<file path="src/sv/rpb_pkg.sv">
// shared constants and types for the rounded progress bar pixel generator
`default_nettype none

package rpb_pkg;

  // default width of the length register and column counter
  localparam int MAX_LENGTH_BITS_DEF = 10;

  // fixed field widths
  localparam int THICK_W    = 8;
  localparam int PROG_W     = 7;
  localparam int COLOR_W    = 16;
  localparam int RADIUS_W   = 7;
  localparam int DY_W       = 9;
  localparam int CFG_IDX_W  = 2;
  localparam int CFG_DATA_W = 16;

  // register indexes
  localparam logic [CFG_IDX_W-1:0] CFG_BAR_LENGTH    = 2'd0;
  localparam logic [CFG_IDX_W-1:0] CFG_BAR_THICKNESS = 2'd1;
  localparam logic [CFG_IDX_W-1:0] CFG_PROGRESS      = 2'd2;
  localparam logic [CFG_IDX_W-1:0] CFG_FILL_COLOR    = 2'd3;

  // register reset values
  localparam int BAR_LENGTH_RST = 100;
  localparam logic [THICK_W-1:0] BAR_THICKNESS_RST = 8'd16;
  localparam logic [PROG_W-1:0]  PROGRESS_RST      = 7'd0;
  localparam logic [COLOR_W-1:0] FILL_COLOR_RST    = 16'h0000;

  // colors
  localparam logic [COLOR_W-1:0] DARK_GREY = 16'h8631;
  localparam logic [COLOR_W-1:0] BLACK     = 16'h0000;

  // full scale of the progress value
  localparam int PCT_FULL = 100;

  // per-pixel flags handed from the geometry stage to the shading stage
  typedef struct packed {
    logic end_col;
    logic filled;
    logic last;
  } rpb_flags_t;

endpackage

`default_nettype wire

</file>
<file path="src/sv/rounded_progress_bar_pixel_generator.sv">
// rounded progress bar pixel generator: config registers, position stage and pipeline
// throughput: one pixel per cycle while out_ready holds, set by the three-register pipeline
//   (position register, geometry register, output register) with per-stage ready
// reset: synchronous active-low; position returns to row 0 column 0, pipeline empties,
//   registers return to length 100, thickness 16, progress 0, fill color black
`default_nettype none

module rounded_progress_bar_pixel_generator #(
  parameter int MAX_LENGTH_BITS = rpb_pkg::MAX_LENGTH_BITS_DEF
) (
  input  wire logic                            clk,
  input  wire logic                            rst_n,
  input  wire logic                            in_valid,
  output logic                                 in_ready,
  input  wire logic                            in_restart,
  output logic                                 out_valid,
  input  wire logic                            out_ready,
  output logic [rpb_pkg::COLOR_W-1:0]          out_pixel_color,
  output logic                                 out_last_pixel,
  input  wire logic                            cfg_wr_en,
  input  wire logic [rpb_pkg::CFG_IDX_W-1:0]   cfg_index,
  input  wire logic [rpb_pkg::CFG_DATA_W-1:0]  cfg_wdata
);
  import rpb_pkg::*;

  localparam int LW  = MAX_LENGTH_BITS;
  localparam int DXW = ((LW > 8) ? LW : 8) + 2;

  // configuration registers
  logic [LW-1:0]      bar_length_r;
  logic [THICK_W-1:0] bar_thickness_r;
  logic [PROG_W-1:0]  progress_r;
  logic [COLOR_W-1:0] fill_color_r;

  always_ff @(posedge clk) begin
    if (!rst_n) begin
      bar_length_r    <= LW'(BAR_LENGTH_RST);
      bar_thickness_r <= BAR_THICKNESS_RST;
      progress_r      <= PROGRESS_RST;
      fill_color_r    <= FILL_COLOR_RST;
    end else if (cfg_wr_en) begin
      case (cfg_index)
        CFG_BAR_LENGTH:    bar_length_r    <= cfg_wdata[LW-1:0];
        CFG_BAR_THICKNESS: bar_thickness_r <= cfg_wdata[THICK_W-1:0];
        CFG_PROGRESS:      progress_r      <= cfg_wdata[PROG_W-1:0];
        CFG_FILL_COLOR:    fill_color_r    <= cfg_wdata[COLOR_W-1:0];
        default: ;
      endcase
    end
  end

  // position counters
  logic               accept;
  logic [LW-1:0]      pos_col;
  logic [THICK_W-1:0] pos_row;
  logic               pos_last;

  assign accept = in_valid && in_ready;

  rpb_pos #(.LW(LW)) u_pos (
    .clk           (clk),
    .rst_n         (rst_n),
    .advance       (accept),
    .restart       (in_restart),
    .bar_length    (bar_length_r),
    .bar_thickness (bar_thickness_r),
    .col           (pos_col),
    .row           (pos_row),
    .last          (pos_last)
  );

  // position register
  logic               s1_valid_r;
  logic [LW-1:0]      s1_col_r;
  logic [THICK_W-1:0] s1_row_r;
  logic               s1_last_r;
  logic               geom_in_ready;

  assign in_ready = !s1_valid_r || geom_in_ready;

  always_ff @(posedge clk) begin
    if (!rst_n) begin
      s1_valid_r <= 1'b0;
    end else if (in_ready) begin
      s1_valid_r <= in_valid;
    end
  end

  always_ff @(posedge clk) begin
    if (accept) begin
      s1_col_r  <= pos_col;
      s1_row_r  <= pos_row;
      s1_last_r <= pos_last;
    end
  end

  // geometry stage
  logic                   geom_valid;
  logic                   shade_in_ready;
  logic signed [DXW-1:0]  geom_dx;
  logic signed [DY_W-1:0] geom_dy;
  logic [RADIUS_W-1:0]    geom_radius;
  rpb_flags_t             geom_flags;

  rpb_geom #(.LW(LW), .DXW(DXW)) u_geom (
    .clk           (clk),
    .rst_n         (rst_n),
    .in_valid      (s1_valid_r),
    .in_ready      (geom_in_ready),
    .col           (s1_col_r),
    .row           (s1_row_r),
    .last          (s1_last_r),
    .bar_length    (bar_length_r),
    .bar_thickness (bar_thickness_r),
    .progress      (progress_r),
    .out_valid     (geom_valid),
    .out_ready     (shade_in_ready),
    .dx            (geom_dx),
    .dy            (geom_dy),
    .radius        (geom_radius),
    .flags         (geom_flags)
  );

  // shading stage and output register
  rpb_shade #(.DXW(DXW)) u_shade (
    .clk         (clk),
    .rst_n       (rst_n),
    .in_valid    (geom_valid),
    .in_ready    (shade_in_ready),
    .dx          (geom_dx),
    .dy          (geom_dy),
    .radius      (geom_radius),
    .flags       (geom_flags),
    .fill_color  (fill_color_r),
    .out_valid   (out_valid),
    .out_ready   (out_ready),
    .pixel_color (out_pixel_color),
    .last_pixel  (out_last_pixel)
  );

  // a restart transaction enters the pipeline at the origin
  a_restart: assert property (@(posedge clk) disable iff (!rst_n)
    accept && in_restart |=> (s1_col_r == '0) && (s1_row_r == '0))
    else $error("restart transaction not at the origin");

  // the position register holds while the geometry stage stalls
  a_s1_hold: assert property (@(posedge clk) disable iff (!rst_n)
    s1_valid_r && !geom_in_ready |=> s1_valid_r && $stable(s1_col_r) && $stable(s1_row_r))
    else $error("position register changed while stalled");

endmodule

`default_nettype wire

</file>
<file path="src/sv/rpb_pos.sv">
// raster position counters: column runs fastest, then row, with restart and wrap
`default_nettype none

module rpb_pos #(
  parameter int LW = rpb_pkg::MAX_LENGTH_BITS_DEF
) (
  input  wire logic                        clk,
  input  wire logic                        rst_n,
  input  wire logic                        advance,
  input  wire logic                        restart,
  input  wire logic [LW-1:0]               bar_length,
  input  wire logic [rpb_pkg::THICK_W-1:0] bar_thickness,
  output logic      [LW-1:0]               col,
  output logic      [rpb_pkg::THICK_W-1:0] row,
  output logic                             last
);
  import rpb_pkg::*;

  logic [LW-1:0]      col_r, col_nxt;
  logic [THICK_W-1:0] row_r, row_nxt;
  logic [LW-1:0]      len_eff;
  logic [THICK_W-1:0] thk_eff;
  logic               end_of_row;

  // zero length or thickness wraps as one
  assign len_eff = (bar_length == '0) ? LW'(1) : bar_length;
  assign thk_eff = (bar_thickness == '0) ? THICK_W'(1) : bar_thickness;

  // current position, restart applied
  assign col = restart ? '0 : col_r;
  assign row = restart ? '0 : row_r;

  assign end_of_row = (col >= (len_eff - LW'(1)));
  assign last       = end_of_row && (row >= (thk_eff - THICK_W'(1)));

  // next position
  always_comb begin
    if (end_of_row) begin
      col_nxt = '0;
      row_nxt = last ? '0 : (row + THICK_W'(1));
    end else begin
      col_nxt = col + LW'(1);
      row_nxt = row;
    end
  end

  always_ff @(posedge clk) begin
    if (!rst_n) begin
      col_r <= '0;
      row_r <= '0;
    end else if (advance) begin
      col_r <= col_nxt;
      row_r <= row_nxt;
    end
  end

  // wrap to the origin after the final pixel
  a_wrap: assert property (@(posedge clk) disable iff (!rst_n)
    advance && last |=> (col_r == '0) && (row_r == '0))
    else $error("position did not wrap after final pixel");

  // position holds without a transaction
  a_hold: assert property (@(posedge clk) disable iff (!rst_n)
    !advance |=> $stable(col_r) && $stable(row_r))
    else $error("position moved without a transaction");

endmodule

`default_nettype wire

</file>
<file path="src/sv/rpb_geom.sv">
// geometry stage: end-column test, arc offsets and filled-column compare
`default_nettype none

module rpb_geom #(
  parameter int LW  = rpb_pkg::MAX_LENGTH_BITS_DEF,
  parameter int DXW = ((LW > 8) ? LW : 8) + 2
) (
  input  wire logic                         clk,
  input  wire logic                         rst_n,
  input  wire logic                         in_valid,
  output logic                              in_ready,
  input  wire logic [LW-1:0]                col,
  input  wire logic [rpb_pkg::THICK_W-1:0]  row,
  input  wire logic                         last,
  input  wire logic [LW-1:0]                bar_length,
  input  wire logic [rpb_pkg::THICK_W-1:0]  bar_thickness,
  input  wire logic [rpb_pkg::PROG_W-1:0]   progress,
  output logic                              out_valid,
  input  wire logic                         out_ready,
  output logic signed [DXW-1:0]             dx,
  output logic signed [rpb_pkg::DY_W-1:0]   dy,
  output logic [rpb_pkg::RADIUS_W-1:0]      radius,
  output rpb_pkg::rpb_flags_t               flags
);
  import rpb_pkg::*;

  localparam int FW = LW + PROG_W;

  logic [RADIUS_W-1:0]  rad;
  logic signed [DXW-1:0] col_s, rad_s, right_cx, cx, dx_nxt;
  logic signed [DY_W-1:0] dy_nxt;
  logic                 left_end, right_end;
  logic [LW:0]          col_p1;
  logic [FW-1:0]        lhs, rhs;
  rpb_flags_t           flags_nxt;

  logic                 valid_r;
  logic signed [DXW-1:0] dx_r;
  logic signed [DY_W-1:0] dy_r;
  logic [RADIUS_W-1:0]  rad_r;
  rpb_flags_t           flags_r;

  // arc centres and end-column test, signed so a wide radius covers every column
  assign rad      = bar_thickness[THICK_W-1:1];
  assign col_s    = $signed(DXW'(col));
  assign rad_s    = $signed(DXW'(rad));
  assign right_cx = $signed(DXW'(bar_length)) - rad_s;
  assign left_end  = (col_s < rad_s);
  assign right_end = (col_s > right_cx);
  assign cx        = left_end ? rad_s : right_cx;
  assign dx_nxt    = (left_end || right_end) ? (cx - col_s) : '0;
  assign dy_nxt    = $signed(DY_W'(rad)) - $signed(DY_W'(row));

  // col < floor(len*pct/100) is the same as 100*(col+1) <= len*pct
  assign col_p1 = (LW+1)'(col) + (LW+1)'(1);
  assign lhs    = FW'(col_p1) * FW'(PCT_FULL);
  assign rhs    = FW'(bar_length) * FW'(progress);

  always_comb begin
    flags_nxt.end_col = left_end || right_end;
    flags_nxt.filled  = (lhs <= rhs);
    flags_nxt.last    = last;
  end

  // stage register
  assign in_ready = !valid_r || out_ready;

  always_ff @(posedge clk) begin
    if (!rst_n) begin
      valid_r <= 1'b0;
    end else if (in_ready) begin
      valid_r <= in_valid;
    end
  end

  always_ff @(posedge clk) begin
    if (in_ready && in_valid) begin
      dx_r    <= dx_nxt;
      dy_r    <= dy_nxt;
      rad_r   <= rad;
      flags_r <= flags_nxt;
    end
  end

  assign out_valid = valid_r;
  assign dx        = dx_r;
  assign dy        = dy_r;
  assign radius    = rad_r;
  assign flags     = flags_r;

  // off the ends the horizontal offset is unused and kept at zero
  a_dx_zero: assert property (@(posedge clk) disable iff (!rst_n)
    valid_r && !flags_r.end_col |-> (dx_r == '0))
    else $error("nonzero offset outside the end columns");

endmodule

`default_nettype wire

</file>
<file path="src/sv/rpb_shade.sv">
// shading stage: squared distance against radius squared, color select, output register
`default_nettype none

module rpb_shade #(
  parameter int DXW = 12
) (
  input  wire logic                          clk,
  input  wire logic                          rst_n,
  input  wire logic                          in_valid,
  output logic                               in_ready,
  input  wire logic signed [DXW-1:0]         dx,
  input  wire logic signed [rpb_pkg::DY_W-1:0] dy,
  input  wire logic [rpb_pkg::RADIUS_W-1:0]  radius,
  input  wire rpb_pkg::rpb_flags_t           flags,
  input  wire logic [rpb_pkg::COLOR_W-1:0]   fill_color,
  output logic                               out_valid,
  input  wire logic                          out_ready,
  output logic [rpb_pkg::COLOR_W-1:0]        pixel_color,
  output logic                               last_pixel
);
  import rpb_pkg::*;

  localparam int SW = 2 * DXW + 1;

  logic signed [2*DXW-1:0]  dx_sq;
  logic signed [2*DY_W-1:0] dy_sq;
  logic [2*RADIUS_W-1:0]    r_sq;
  logic [SW-1:0]            dist_sq;
  logic                     outside;
  logic [COLOR_W-1:0]       color_nxt;

  logic                     valid_r;
  logic [COLOR_W-1:0]       color_r;
  logic                     last_r;

  // squared distance from the arc centre
  assign dx_sq   = dx * dx;
  assign dy_sq   = dy * dy;
  assign r_sq    = radius * radius;
  assign dist_sq = SW'($unsigned(dx_sq)) + SW'($unsigned(dy_sq));
  assign outside = flags.end_col && (dist_sq > SW'(r_sq));

  // color select
  always_comb begin
    if (outside) begin
      color_nxt = BLACK;
    end else if (flags.filled) begin
      color_nxt = fill_color;
    end else begin
      color_nxt = DARK_GREY;
    end
  end

  // output register
  assign in_ready = !valid_r || out_ready;

  always_ff @(posedge clk) begin
    if (!rst_n) begin
      valid_r <= 1'b0;
    end else if (in_ready) begin
      valid_r <= in_valid;
    end
  end

  always_ff @(posedge clk) begin
    if (in_ready && in_valid) begin
      color_r <= color_nxt;
      last_r  <= flags.last;
    end
  end

  assign out_valid   = valid_r;
  assign pixel_color = color_r;
  assign last_pixel  = last_r;

  // a pixel is black, the fill color or dark grey
  a_color: assert property (@(posedge clk) disable iff (!rst_n)
    valid_r |-> (color_r == BLACK) || (color_r == fill_color) || (color_r == DARK_GREY))
    else $error("pixel color outside the palette");

endmodule

`default_nettype wire

</file>
<file path="config.mk">
export PLATFORM = sky130hd
export DESIGN_NAME = rounded_progress_bar_pixel_generator
export DESIGN_NICKNAME = d
export VERILOG_FILES = /design/src/sv/rpb_pkg.sv /design/src/sv/rounded_progress_bar_pixel_generator.sv /design/src/sv/rpb_pos.sv /design/src/sv/rpb_geom.sv /design/src/sv/rpb_shade.sv
export SDC_FILE = /design/constraint.sdc
export NUM_CORES = 1
export LEC_CHECK = 0
export BUFFER_PORTS_ARGS = -buffer_cell sky130_fd_sc_hd__buf_2
export CAP_MARGIN = 20
export CORE_ASPECT_RATIO = 0.7
export CORE_MARGIN = 5
export CORE_UTILIZATION = 30
export DETAILED_ROUTE_END_ITERATION = 8
export GPL_TIMING_DRIVEN = 0
export PLACE_DENSITY = 0.53
export SYNTH_ARGS = -nofsm -noshare
export SYNTH_HDL_FRONTEND = slang
export SYNTH_SLANG_ARGS = --single-unit
</file>
<file path="constraint.sdc">
create_clock -name clk -period 9.49 [get_ports clk]
set_clock_uncertainty 0.1 [all_clocks]
set_input_delay 1.898 -clock clk [delete_from_list [all_inputs] [get_ports clk]]
set_output_delay 1.898 -clock clk [all_outputs]
set_load 0.02 [all_outputs]
</file>
==> impl_metrics.env, run 1 <==
export IMPL_outcome="completed"
export IMPL_synth_top_area_share=0.237
export IMPL_htreeDepth=4
export IMPL_antenna_found_initial=0
export IMPL_cts_sinks=129
export IMPL_fin_crit_sh=0.909
export IMPL_synth_warnings=0
export IMPL_worstPathArrival_ns=8.84
export IMPL_ff_latch_area_mm2=0.00325
export IMPL_cts_tree="done"
export IMPL_syn_area_mm2=0.0205
export IMPL_synth_simple_gate_area_frac=0.153
export IMPL_syn_inst=2345
export IMPL_cpPeakStageDelay_ns=0.61
export IMPL_finalSetupViolations=0
export IMPL_worstSkewPairLatency_ns=0.45
export IMPL_r2r_end="u_shade.pixel_color[14]"
export IMPL_reg2reg_setup_slack_ns=0.87
export IMPL_ant_nets=0
export IMPL_finalHoldViolCount=0
export IMPL_muxShareOfSynthArea=0.00549
export IMPL_hold_slack_ns=0.323
export IMPL_max_freq_mhz=116
export IMPL_synth_most_common_cell="inv_1"
export IMPL_synthesis_nets=2910
export IMPL_endpoint="u_shade.pixel_color[14]"
export IMPL_drcViolationCount=0
export IMPL_dieArea_mm2=0.0738
export IMPL_clkTransAtPathRegs_ns=0.07
export IMPL_worstPathRequired_ns=9.70
export IMPL_port_buffers=41
export IMPL_synthArstFlopShare=0
export IMPL_hpwl_um=44500
export IMPL_clk_path_buf_depth=2
export IMPL_place_congestion=0.858
export IMPL_row_count=80
export IMPL_stdcell_count=3323
export IMPL_reg2reg_depth=35
export IMPL_postCtsResizedCells=0
export IMPL_dp_slack_ns=0.857
export IMPL_die_w_um=323
export IMPL_final_nets=2973
export IMPL_viasPerCell=4.71
export IMPL_clockRootBuffer="clkbuf_16"
export IMPL_setup_ws_ns=0.866
export IMPL_grt_overflow=0
export IMPL_cp_end_kind="flip-flop"
export IMPL_synth_compound_area_frac=0.109
export IMPL_vias=15600
export IMPL_cts_setup_buffers=0
export IMPL_drv_cap=0
export IMPL_drtIter0Drc=902
export IMPL_min_period_ns=8.62
export IMPL_grt_max_degree=25
export IMPL_ys_seq_elements=129
export IMPL_syn_mean_instance_area_um2=8.75
export IMPL_core_area_mm2=0.0680
export IMPL_drv_slew=0
export IMPL_multi_input_area_mm2=0.0153
export IMPL_synth_area_leaders="fa_1, ha_1, edfxtp_1, inv_1, dfxtp_1"
export IMPL_drive_above_1_share=0.0454
export IMPL_routed_wl_um=51900
export IMPL_grt_pass1_vias=16300
export IMPL_synth_edff_count=67
export IMPL_cp_max_fo=10
export IMPL_grt_pass1_wl_um=86600
export IMPL_postCtsHoldBufs=0
export IMPL_ys_types=64
export IMPL_fin_setup_tns_ns=0
export IMPL_synth_top_family_by_area="adder cells"
export IMPL_tightest_slew_ns=0.882
export IMPL_wl_per_cell_um=15.6
export IMPL_rsz0062_at_grt="false"
export IMPL_antenna_cells=0
export IMPL_first_pass_iters=8
export IMPL_slew_headroom=0.411
export IMPL_area_growth_syn_to_layout_pct=9.77
export IMPL_seq_area_frac_synth=0.159
export IMPL_die_h_um=229
export IMPL_cp_slowest_cell="fa_1"
export IMPL_worstHoldPathType="reg -> reg"
export IMPL_ys_flop_type="edfxtp_1"
export IMPL_io_pins=43
export IMPL_synth_common_cells="inv_1, ha_1, nand2_1, fa_1, a21oi_1"
export IMPL_dp_cells=3290
export IMPL_cts_buffers=17
export IMPL_crit_type="reg -> reg"
export IMPL_crit_path_start="u_geom.dy[6]"
export IMPL_synth_fa_ha_area_frac=0.419
export IMPL_yosysTopAreaCell="fa_1"
export IMPL_r2r_start="u_geom.dy[6]"
export IMPL_synth_xor_area_share=0.0602
export IMPL_grt_usage=0.144
export IMPL_worstSetupStartpointType="flip-flop"
export IMPL_start_util=0.302
export IMPL_nFillCells=7027
[registers in the layout, indices dropped and copies added, names as in the netlist]
| register | count |
|---|---|
| bar_thickness_r | 8 |
| bar_length_r | 10 |
| u_geom.radius | 7 |
| u_geom.dy | 9 |
| s1_valid_r | 1 |
| u_shade.out_valid | 1 |
| u_geom.flags | 3 |
| u_pos.col_r | 10 |
| s1_last_r | 1 |
| u_geom.dx | 12 |
| s1_row_r | 8 |
| u_pos.row_r | 8 |
| progress_r | 7 |
| u_geom.out_valid | 1 |
| fill_color_r | 16 |
| s1_col_r | 10 |
| u_shade.last_pixel | 1 |
| u_shade.pixel_color | 16 |
[cell type report]
type | instances | share of cell area
timing repair buffer | 44 | 0.0108
buffer | 72 | 0.0124
sequential | 129 | 0.144
inverter | 449 | 0.0748
multi-input combinational | 1695 | 0.680
clock inverter | 15 | 0.00866
tap | 902 | 0.0501
clock buffer | 17 | 0.0189
[cells by family after synthesis]
logic type      after synthesis
compound gates              349
xor+xnor                    141
fa+ha+maj                   541
buf+inv                     521
flops                       129
mux                          11
simple gates                653
[cell usage in the layout, fill, tap and decap left out, drive strengths merged, types with 26 or more instances in the layout]
cell type and count:
nor3 30, clkbuf 84, buf 49, nand3 36, edfxtp 67, nand2b 26, ha 298, a21o 50
nor2 122, a21oi 117, nand2 252, nor2b 51, fa 243, xnor2 102, dfxtp 62, inv 455
o21ai 71, and2 76, xor2 39
[worst min path at each step]
stage	startpoint	end	slack (ns)	cells after the start
6_report	u_geom.flags[0]	u_shade.last_pixel	0.32	0
5_1_grt	u_geom.flags[0]	u_shade.last_pixel	0.33	0
4_1_cts	u_geom.flags[0]	u_shade.last_pixel	0.33	0
3_5_place_dp	u_geom.flags[0]	u_shade.last_pixel	0.32	0
2_1_floorplan	s1_last_r	u_geom.flags[0]	0.30	0
3_3_place_gp	u_geom.flags[0]	u_shade.last_pixel	0.31	0
[routing by layer]
layer	wire length [um]	track usage	part of all wire
met5	0	0	0
met4	684	0.0304	0.013
met3	2500	0.0231	0.048
met2	22000	0.219	0.42
met1	26700	0.217	0.52
[worst max-delay path: cells and delay by family (launching register included)]
family / cells / cell delay (ns)
adder cells (fa/ha/maj): 8 / 3.30
AND/OR/NAND/NOR: 12 / 1.95
AO/OA/AOI/OAI: 8 / 1.52
buffers and inverters: 6 / 0.97
flip-flops: 1 / 0.47
XOR/XNOR: 1 / 0.17
[per-stage QoR]
stage	util	cell area, um^2
final	0.331	22500
after CTS	0.331	22500
after detailed placement	0.322	21900
after global routing	0.331	22500
after floorplan	-	20500
after global placement	0.322	21900
Power of run 1 is left out: the tool's default activity adds up to more than one toggle a clock period on the data nets, which glitch-free logic cannot reach.
==> run 2, diff against run 1 <==
--- a/config.mk
+++ b/config.mk
@@ -9,10 +9,11 @@
 export CAP_MARGIN = 20
 export CORE_ASPECT_RATIO = 0.7
 export CORE_MARGIN = 5
-export CORE_UTILIZATION = 30
+export CORE_UTILIZATION = 48
+export CTS_BUF_LIST = sky130_fd_sc_hd__clkbuf_4
 export DETAILED_ROUTE_END_ITERATION = 8
 export GPL_TIMING_DRIVEN = 0
-export PLACE_DENSITY = 0.53
+export PLACE_DENSITY = 0.73
 export SYNTH_ARGS = -nofsm -noshare
 export SYNTH_HDL_FRONTEND = slang
 export SYNTH_SLANG_ARGS = --single-unit
==> constraint.sdc (replaced) <==
create_clock -name clk -period 9.49 [get_ports clk]
set_clock_uncertainty 0.1 [all_clocks]
set_input_delay 1.4235 -clock clk [delete_from_list [all_inputs] [get_ports clk]]
set_output_delay 1.4235 -clock clk [all_outputs]
set_load 0.02 [all_outputs]
==> run 2 against run 1 <==
Against the previous run: final cell count fell by 11%; non-clock buffer count is 1 lower; critical path depth grew 1; setup slack worse by 0.20 ns; cell area is 3.3% lower; register-to-register slack got worse by 0.20 ns; die area is 36% lower; worst hold slack better by 0.033 ns; critical endpoint is now u_shade.pixel_color[11]; highest routed layer unchanged.
==> impl_metrics.env, run 2 (synthesis gave the netlist of run 1 again) <==
export IMPL_worstSetupStartpointType="flip-flop"
export IMPL_cts_setup_buffers=0
export IMPL_finalSetupViolations=0
export IMPL_worstSkewPairLatency_ns=0.59
export IMPL_worstHoldPathType="reg -> reg"
export IMPL_routed_wl_um=46700
export IMPL_place_congestion=0.924
export IMPL_die_h_um=183
export IMPL_drv_cap=0
export IMPL_path_buf_inv=9
export IMPL_rsz0062_at_grt="false"
export IMPL_critPathTopFamily="adder cells"
export IMPL_start_util=0.485
export IMPL_clockRootBuffer="clkbuf_4"
export IMPL_crit_type="reg -> reg"
export IMPL_core_area_mm2=0.0423
export IMPL_grt_pass1_wl_um=78700
export IMPL_tightest_slew_ns=1.05
export IMPL_clk_path_buf_depth=2
export IMPL_cts_buffers=17
export IMPL_fin_setup_tns_ns=0
export IMPL_grt_pass1_vias=16200
export IMPL_cts_sinks=129
export IMPL_hpwl_um=39900
export IMPL_max_freq_mhz=113
export IMPL_final_cell_mix="inv_1, ha_1, nand2_1"
export IMPL_grt_max_degree=22
export IMPL_worstPathArrival_ns=9.19
export IMPL_drtIter0Drc=972
export IMPL_final_common_cell="inv_1"
export IMPL_grt_overflow=0
export IMPL_min_from="u_pos.row_r[7]"
export IMPL_dieArea_mm2=0.0471
export IMPL_cp_slowest_cell="fa_1"
export IMPL_min_period_ns=8.82
export IMPL_ant_nets=0
export IMPL_slew_headroom=0.299
export IMPL_cpPeakStageDelay_ns=0.54
export IMPL_first_pass_iters=6
export IMPL_vias=15800
export IMPL_io_pins=43
export IMPL_final_nets=2972
export IMPL_drv_slew=0
export IMPL_outcome="completed"
export IMPL_die_w_um=257
export IMPL_row_count=63
export IMPL_cp_end_kind="flip-flop"
export IMPL_hold_slack_ns=0.356
export IMPL_crit_path_start="u_geom.dx[7]"
export IMPL_cts_tree="done"
export IMPL_reg2reg_setup_slack_ns=0.67
export IMPL_drive_above_1_share=0.0455
export IMPL_postCtsHoldBufs=0
export IMPL_finalHoldViolCount=0
export IMPL_postCtsResizedCells=0
export IMPL_worstPathRequired_ns=9.85
export IMPL_port_buffers=41
export IMPL_crit_top_cell="inv_1"
export IMPL_drcViolationCount=0
export IMPL_fin_crit_sh=0.930
export IMPL_reg2reg_depth=36
export IMPL_r2r_start="u_geom.dx[7]"
export IMPL_grt_usage=0.201
export IMPL_viasPerCell=5.32
export IMPL_clkTransAtPathRegs_ns=0.13
export IMPL_area_growth_syn_to_layout_pct=6.13
export IMPL_wl_per_cell_um=15.7
export IMPL_antenna_found_initial=1
export IMPL_hold_path_depth=1
export IMPL_hold_path_end="u_pos.row_r[7]"
export IMPL_cp_max_fo=10
export IMPL_r2r_end="u_shade.pixel_color[11]"
export IMPL_htreeDepth=4
-- run 2: cell count changes in the layout (fill, tap and decap cells not counted), moves of 2 or more --
cell / previous run / this run
clkinv_8: 5 / 0
inv_8: 2 / 5
clkbuf_16: 17 / 0
inv_6: 4 / 6
clkbuf_4: 1 / 17
-- run 2: final cells by class --
class | count | area [um^2]
Inverter | 449 | 1690
Sequential cell | 129 | 3250
Antenna cell | 1 | 2.50
Tap cell | 552 | 691
Clock inverter | 15 | 186
Timing Repair Buffer | 43 | 238
Multi-Input combinational cell | 1695 | 15300
Buffer | 72 | 279
Clock buffer | 17 | 128
Fill cell | 3879 | 20500
-- run 2: per-stage QoR --
step	setup slack, ns	utilization	cell area [um^2]	cells
CTS	0.815	0.514	21800	2971
finish	0.666	0.515	21800	2973
global placement	0.972	0.506	21400	2938
floorplan	2.15	-	20500	2345
global route	0.333	0.515	21800	2973
detailed placement	0.884	0.507	21500	2939
-- run 2: routing by layer --
metal | track usage | vias to the layer above | routed length, um
li1 | - | 7665 | -
met1 | 0.297 | 7664 | 22600
met2 | 0.310 | 438 | 20100
met3 | 0.0425 | 60 | 3230
met4 | 0.0386 | 0 | 730
met5 | 0 | - | 0
-- run 2: worst max-delay path by stage --
stage                                          to  slack (ns)  cells after the start
final                     u_shade.pixel_color[11]        0.67                     36
after global routing       u_shade.pixel_color[6]        0.33                     36
after global placement    u_shade.pixel_color[14]        0.97                     36
after floorplan           u_shade.pixel_color[11]        2.15                     31
after CTS                  u_shade.pixel_color[2]        0.82                     36
after detailed placement   u_shade.pixel_color[2]        0.88                     36
Power of run 2 is left out for the same reason.
==> run 3, diff against run 2 <==
--- a/config.mk
+++ b/config.mk
@@ -5,6 +5,7 @@
 export SDC_FILE = /design/constraint.sdc
 export NUM_CORES = 1
 export LEC_CHECK = 0
+export ABC_AREA = 1
 export BUFFER_PORTS_ARGS = -buffer_cell sky130_fd_sc_hd__buf_2
 export CAP_MARGIN = 20
 export CORE_ASPECT_RATIO = 0.7
==> run 3 against run 2 <==
Against the previous run: sequential share of layout area shrank 0.39 points; synthesized cell count grew 15%; global-route usage grew 0.64 points; first-iteration DRC count grew 32%; critical path depth grew 1; via count grew 8.3%; worst hold slack lost 0.021 ns; core utilization is essentially flat; wire length grew 4.5%; fmax is essentially flat; clock-buffer cell count is the same; critical path type unchanged; critical endpoint is now u_shade.pixel_color[4].
==> impl_metrics.env, run 3 <==
export IMPL_cts_buffers=17
export IMPL_worstSkewPairLatency_ns=0.60
export IMPL_yosysTopAreaCell="fa_1"
export IMPL_worstSetupStartpointType="flip-flop"
export IMPL_finalHoldViolCount=0
export IMPL_fin_crit_sh=0.930
export IMPL_syn_inst=2706
export IMPL_dp_cells=3344
export IMPL_reg2reg_setup_slack_ns=0.67
export IMPL_core_area_mm2=0.0435
export IMPL_area_growth_syn_to_layout_pct=6.30
export IMPL_worstPathArrival_ns=9.10
export IMPL_finalSetupViolations=0
export IMPL_postCtsResizedCells=0
export IMPL_ys_types=48
export IMPL_synth_most_common_cell="inv_1"
export IMPL_ys_flop_type="edfxtp_1"
export IMPL_wl_per_cell_um=14.5
export IMPL_htreeDepth=4
export IMPL_ant_nets=0
export IMPL_seq_area_frac_synth=0.155
export IMPL_max_freq_mhz=113
export IMPL_fin_setup_tns_ns=0
export IMPL_worstHoldPathType="reg -> reg"
export IMPL_synth_edff_count=67
export IMPL_cts_sinks=129
export IMPL_tightest_slew_ns=0.908
export IMPL_cts_tree="done"
export IMPL_antenna_found_initial=1
export IMPL_r2r_start="u_geom.dy[8]"
export IMPL_drv_slew=0
export IMPL_slew_headroom=0.394
export IMPL_hpwl_um=42300
export IMPL_crit_type="reg -> reg"
export IMPL_crit_top_cell="nand2_1"
export IMPL_final_cell_mix="inv_1, nand2_1, ha_1"
export IMPL_synth_common_cells="inv_1, nand2_1, ha_1, fa_1, a21oi_1"
export IMPL_grt_max_degree=20
export IMPL_port_buffers=41
export IMPL_clockRootBuffer="clkbuf_4"
export IMPL_path_depth=37
export IMPL_clk_path_buf_depth=2
export IMPL_final_common_cell="inv_1"
export IMPL_crit_path_start="u_geom.dy[8]"
export IMPL_routed_wl_um=48800
export IMPL_hold_slack_ns=0.335
export IMPL_path_buf_inv=6
export IMPL_reg2reg_depth=37
export IMPL_r2r_end="u_shade.pixel_color[4]"
export IMPL_cp_end_kind="flip-flop"
export IMPL_endpoint="u_shade.pixel_color[4]"
export IMPL_synth_top_area_share=0.231
export IMPL_outcome="completed"
export IMPL_rsz0062_at_grt="false"
export IMPL_cpPeakStageDelay_ns=0.58
export IMPL_cp_max_fo=10
export IMPL_postCtsHoldBufs=0
export IMPL_syn_area_mm2=0.0210
export IMPL_die_h_um=185
export IMPL_drv_cap=0
export IMPL_synthesis_nets=3271
export IMPL_min_period_ns=8.82
export IMPL_critPathTopFamily="adder cells"
export IMPL_final_nets=3334
export IMPL_drtIter0Drc=1286
export IMPL_start_util=0.484
export IMPL_first_pass_iters=6
export IMPL_grt_usage=0.208
export IMPL_stdcell_count=3377
export IMPL_syn_mean_instance_area_um2=7.78
export IMPL_worstPathRequired_ns=9.77
export IMPL_grt_overflow=0
export IMPL_place_congestion=0.943
export IMPL_dieArea_mm2=0.0482
export IMPL_cp_slowest_cell="fa_1"
export IMPL_synth_area_leaders="fa_1, ha_1, inv_1, edfxtp_1, nand2_1"
export IMPL_vias=17100
export IMPL_grt_pass1_wl_um=82200
export IMPL_viasPerCell=5.08
export IMPL_drcViolationCount=0
export IMPL_die_w_um=260
export IMPL_drive_above_1_share=0.0428
export IMPL_cts_setup_buffers=0
export IMPL_synthArstFlopShare=0
export IMPL_synth_warnings=0
export IMPL_row_count=64
export IMPL_clkTransAtPathRegs_ns=0.15
export IMPL_io_pins=43
export IMPL_ys_seq_elements=129
export IMPL_grt_pass1_vias=17000
-- run 3: changes by cell type after synthesis, sizes merged, moves of 16 or more --
cell    before  now
xor2        39   86
nand2b      26    0
a21oi      117  163
a21o        50    6
nand3       36   83
nor2       122  143
inv        449  699
nor2b       51    1
o21ai       71   87
and2        76    2
nand2      252  534
xnor2      102   48
-- run 3: layer usage --
| metal | GRT usage | wire [um] | vias up |
|---|---|---|---|
| li1 | - | - | 8440 |
| met1 | 0.313 | 23500 | 8152 |
| met2 | 0.324 | 21400 | 518 |
| met3 | 0.0303 | 3510 | 36 |
| met4 | 0.0359 | 415 | 0 |
| met5 | 0 | 0 | - |
-- run 3: layout make-up --
| cell class | instances | area (um^2) |
|---|---|---|
| Antenna cell | 1 | 2.50 |
| Tap cell | 594 | 743 |
| Timing Repair Buffer | 44 | 263 |
| Sequential cell | 129 | 3250 |
| Inverter | 700 | 2630 |
| Clock inverter | 15 | 186 |
| Clock buffer | 17 | 128 |
| Buffer | 65 | 244 |
| Multi-Input combinational cell | 1812 | 14900 |
| Fill cell | 4089 | 21100 |
-- run 3: stage by stage --
step | worst slack, ns | instance area [um^2] | util
after floorplan | 2.23 | 21000 | -
after global placement | 0.741 | 22000 | 0.506
after detailed placement | 0.755 | 22100 | 0.507
after CTS | 0.691 | 22400 | 0.514
after global routing | 0.168 | 22400 | 0.515
final | 0.667 | 22400 | 0.515
-- run 3: cells by family (layout without fill, tap and decap cells) --
group           Yosys count  after routing  share of synthesized area
xor+xnor                134            134                     0.0558
buf+inv                 765            841                      0.136
fa+ha+maj               541            541                      0.408
compound gates          310            310                     0.0813
mux                       1              1                   0.000535
flops                   129            129                      0.155
simple gates            826            826                      0.163
other cells               0              1                          0
-- run 3: worst min-delay path by stage --
| stage | cells after the start | from | to | slack [ns] |
|---|---|---|---|---|
| after floorplan | 0 | s1_last_r | u_geom.flags[0] | 0.30 |
| after global placement | 0 | s1_last_r | u_geom.flags[0] | 0.31 |
| after detailed placement | 0 | s1_last_r | u_geom.flags[0] | 0.31 |
| after CTS | 0 | s1_last_r | u_geom.flags[0] | 0.33 |
| after global routing | 0 | s1_last_r | u_geom.flags[0] | 0.34 |
| final | 0 | s1_last_r | u_geom.flags[0] | 0.34 |
Power of run 3 is left out for the same reason.
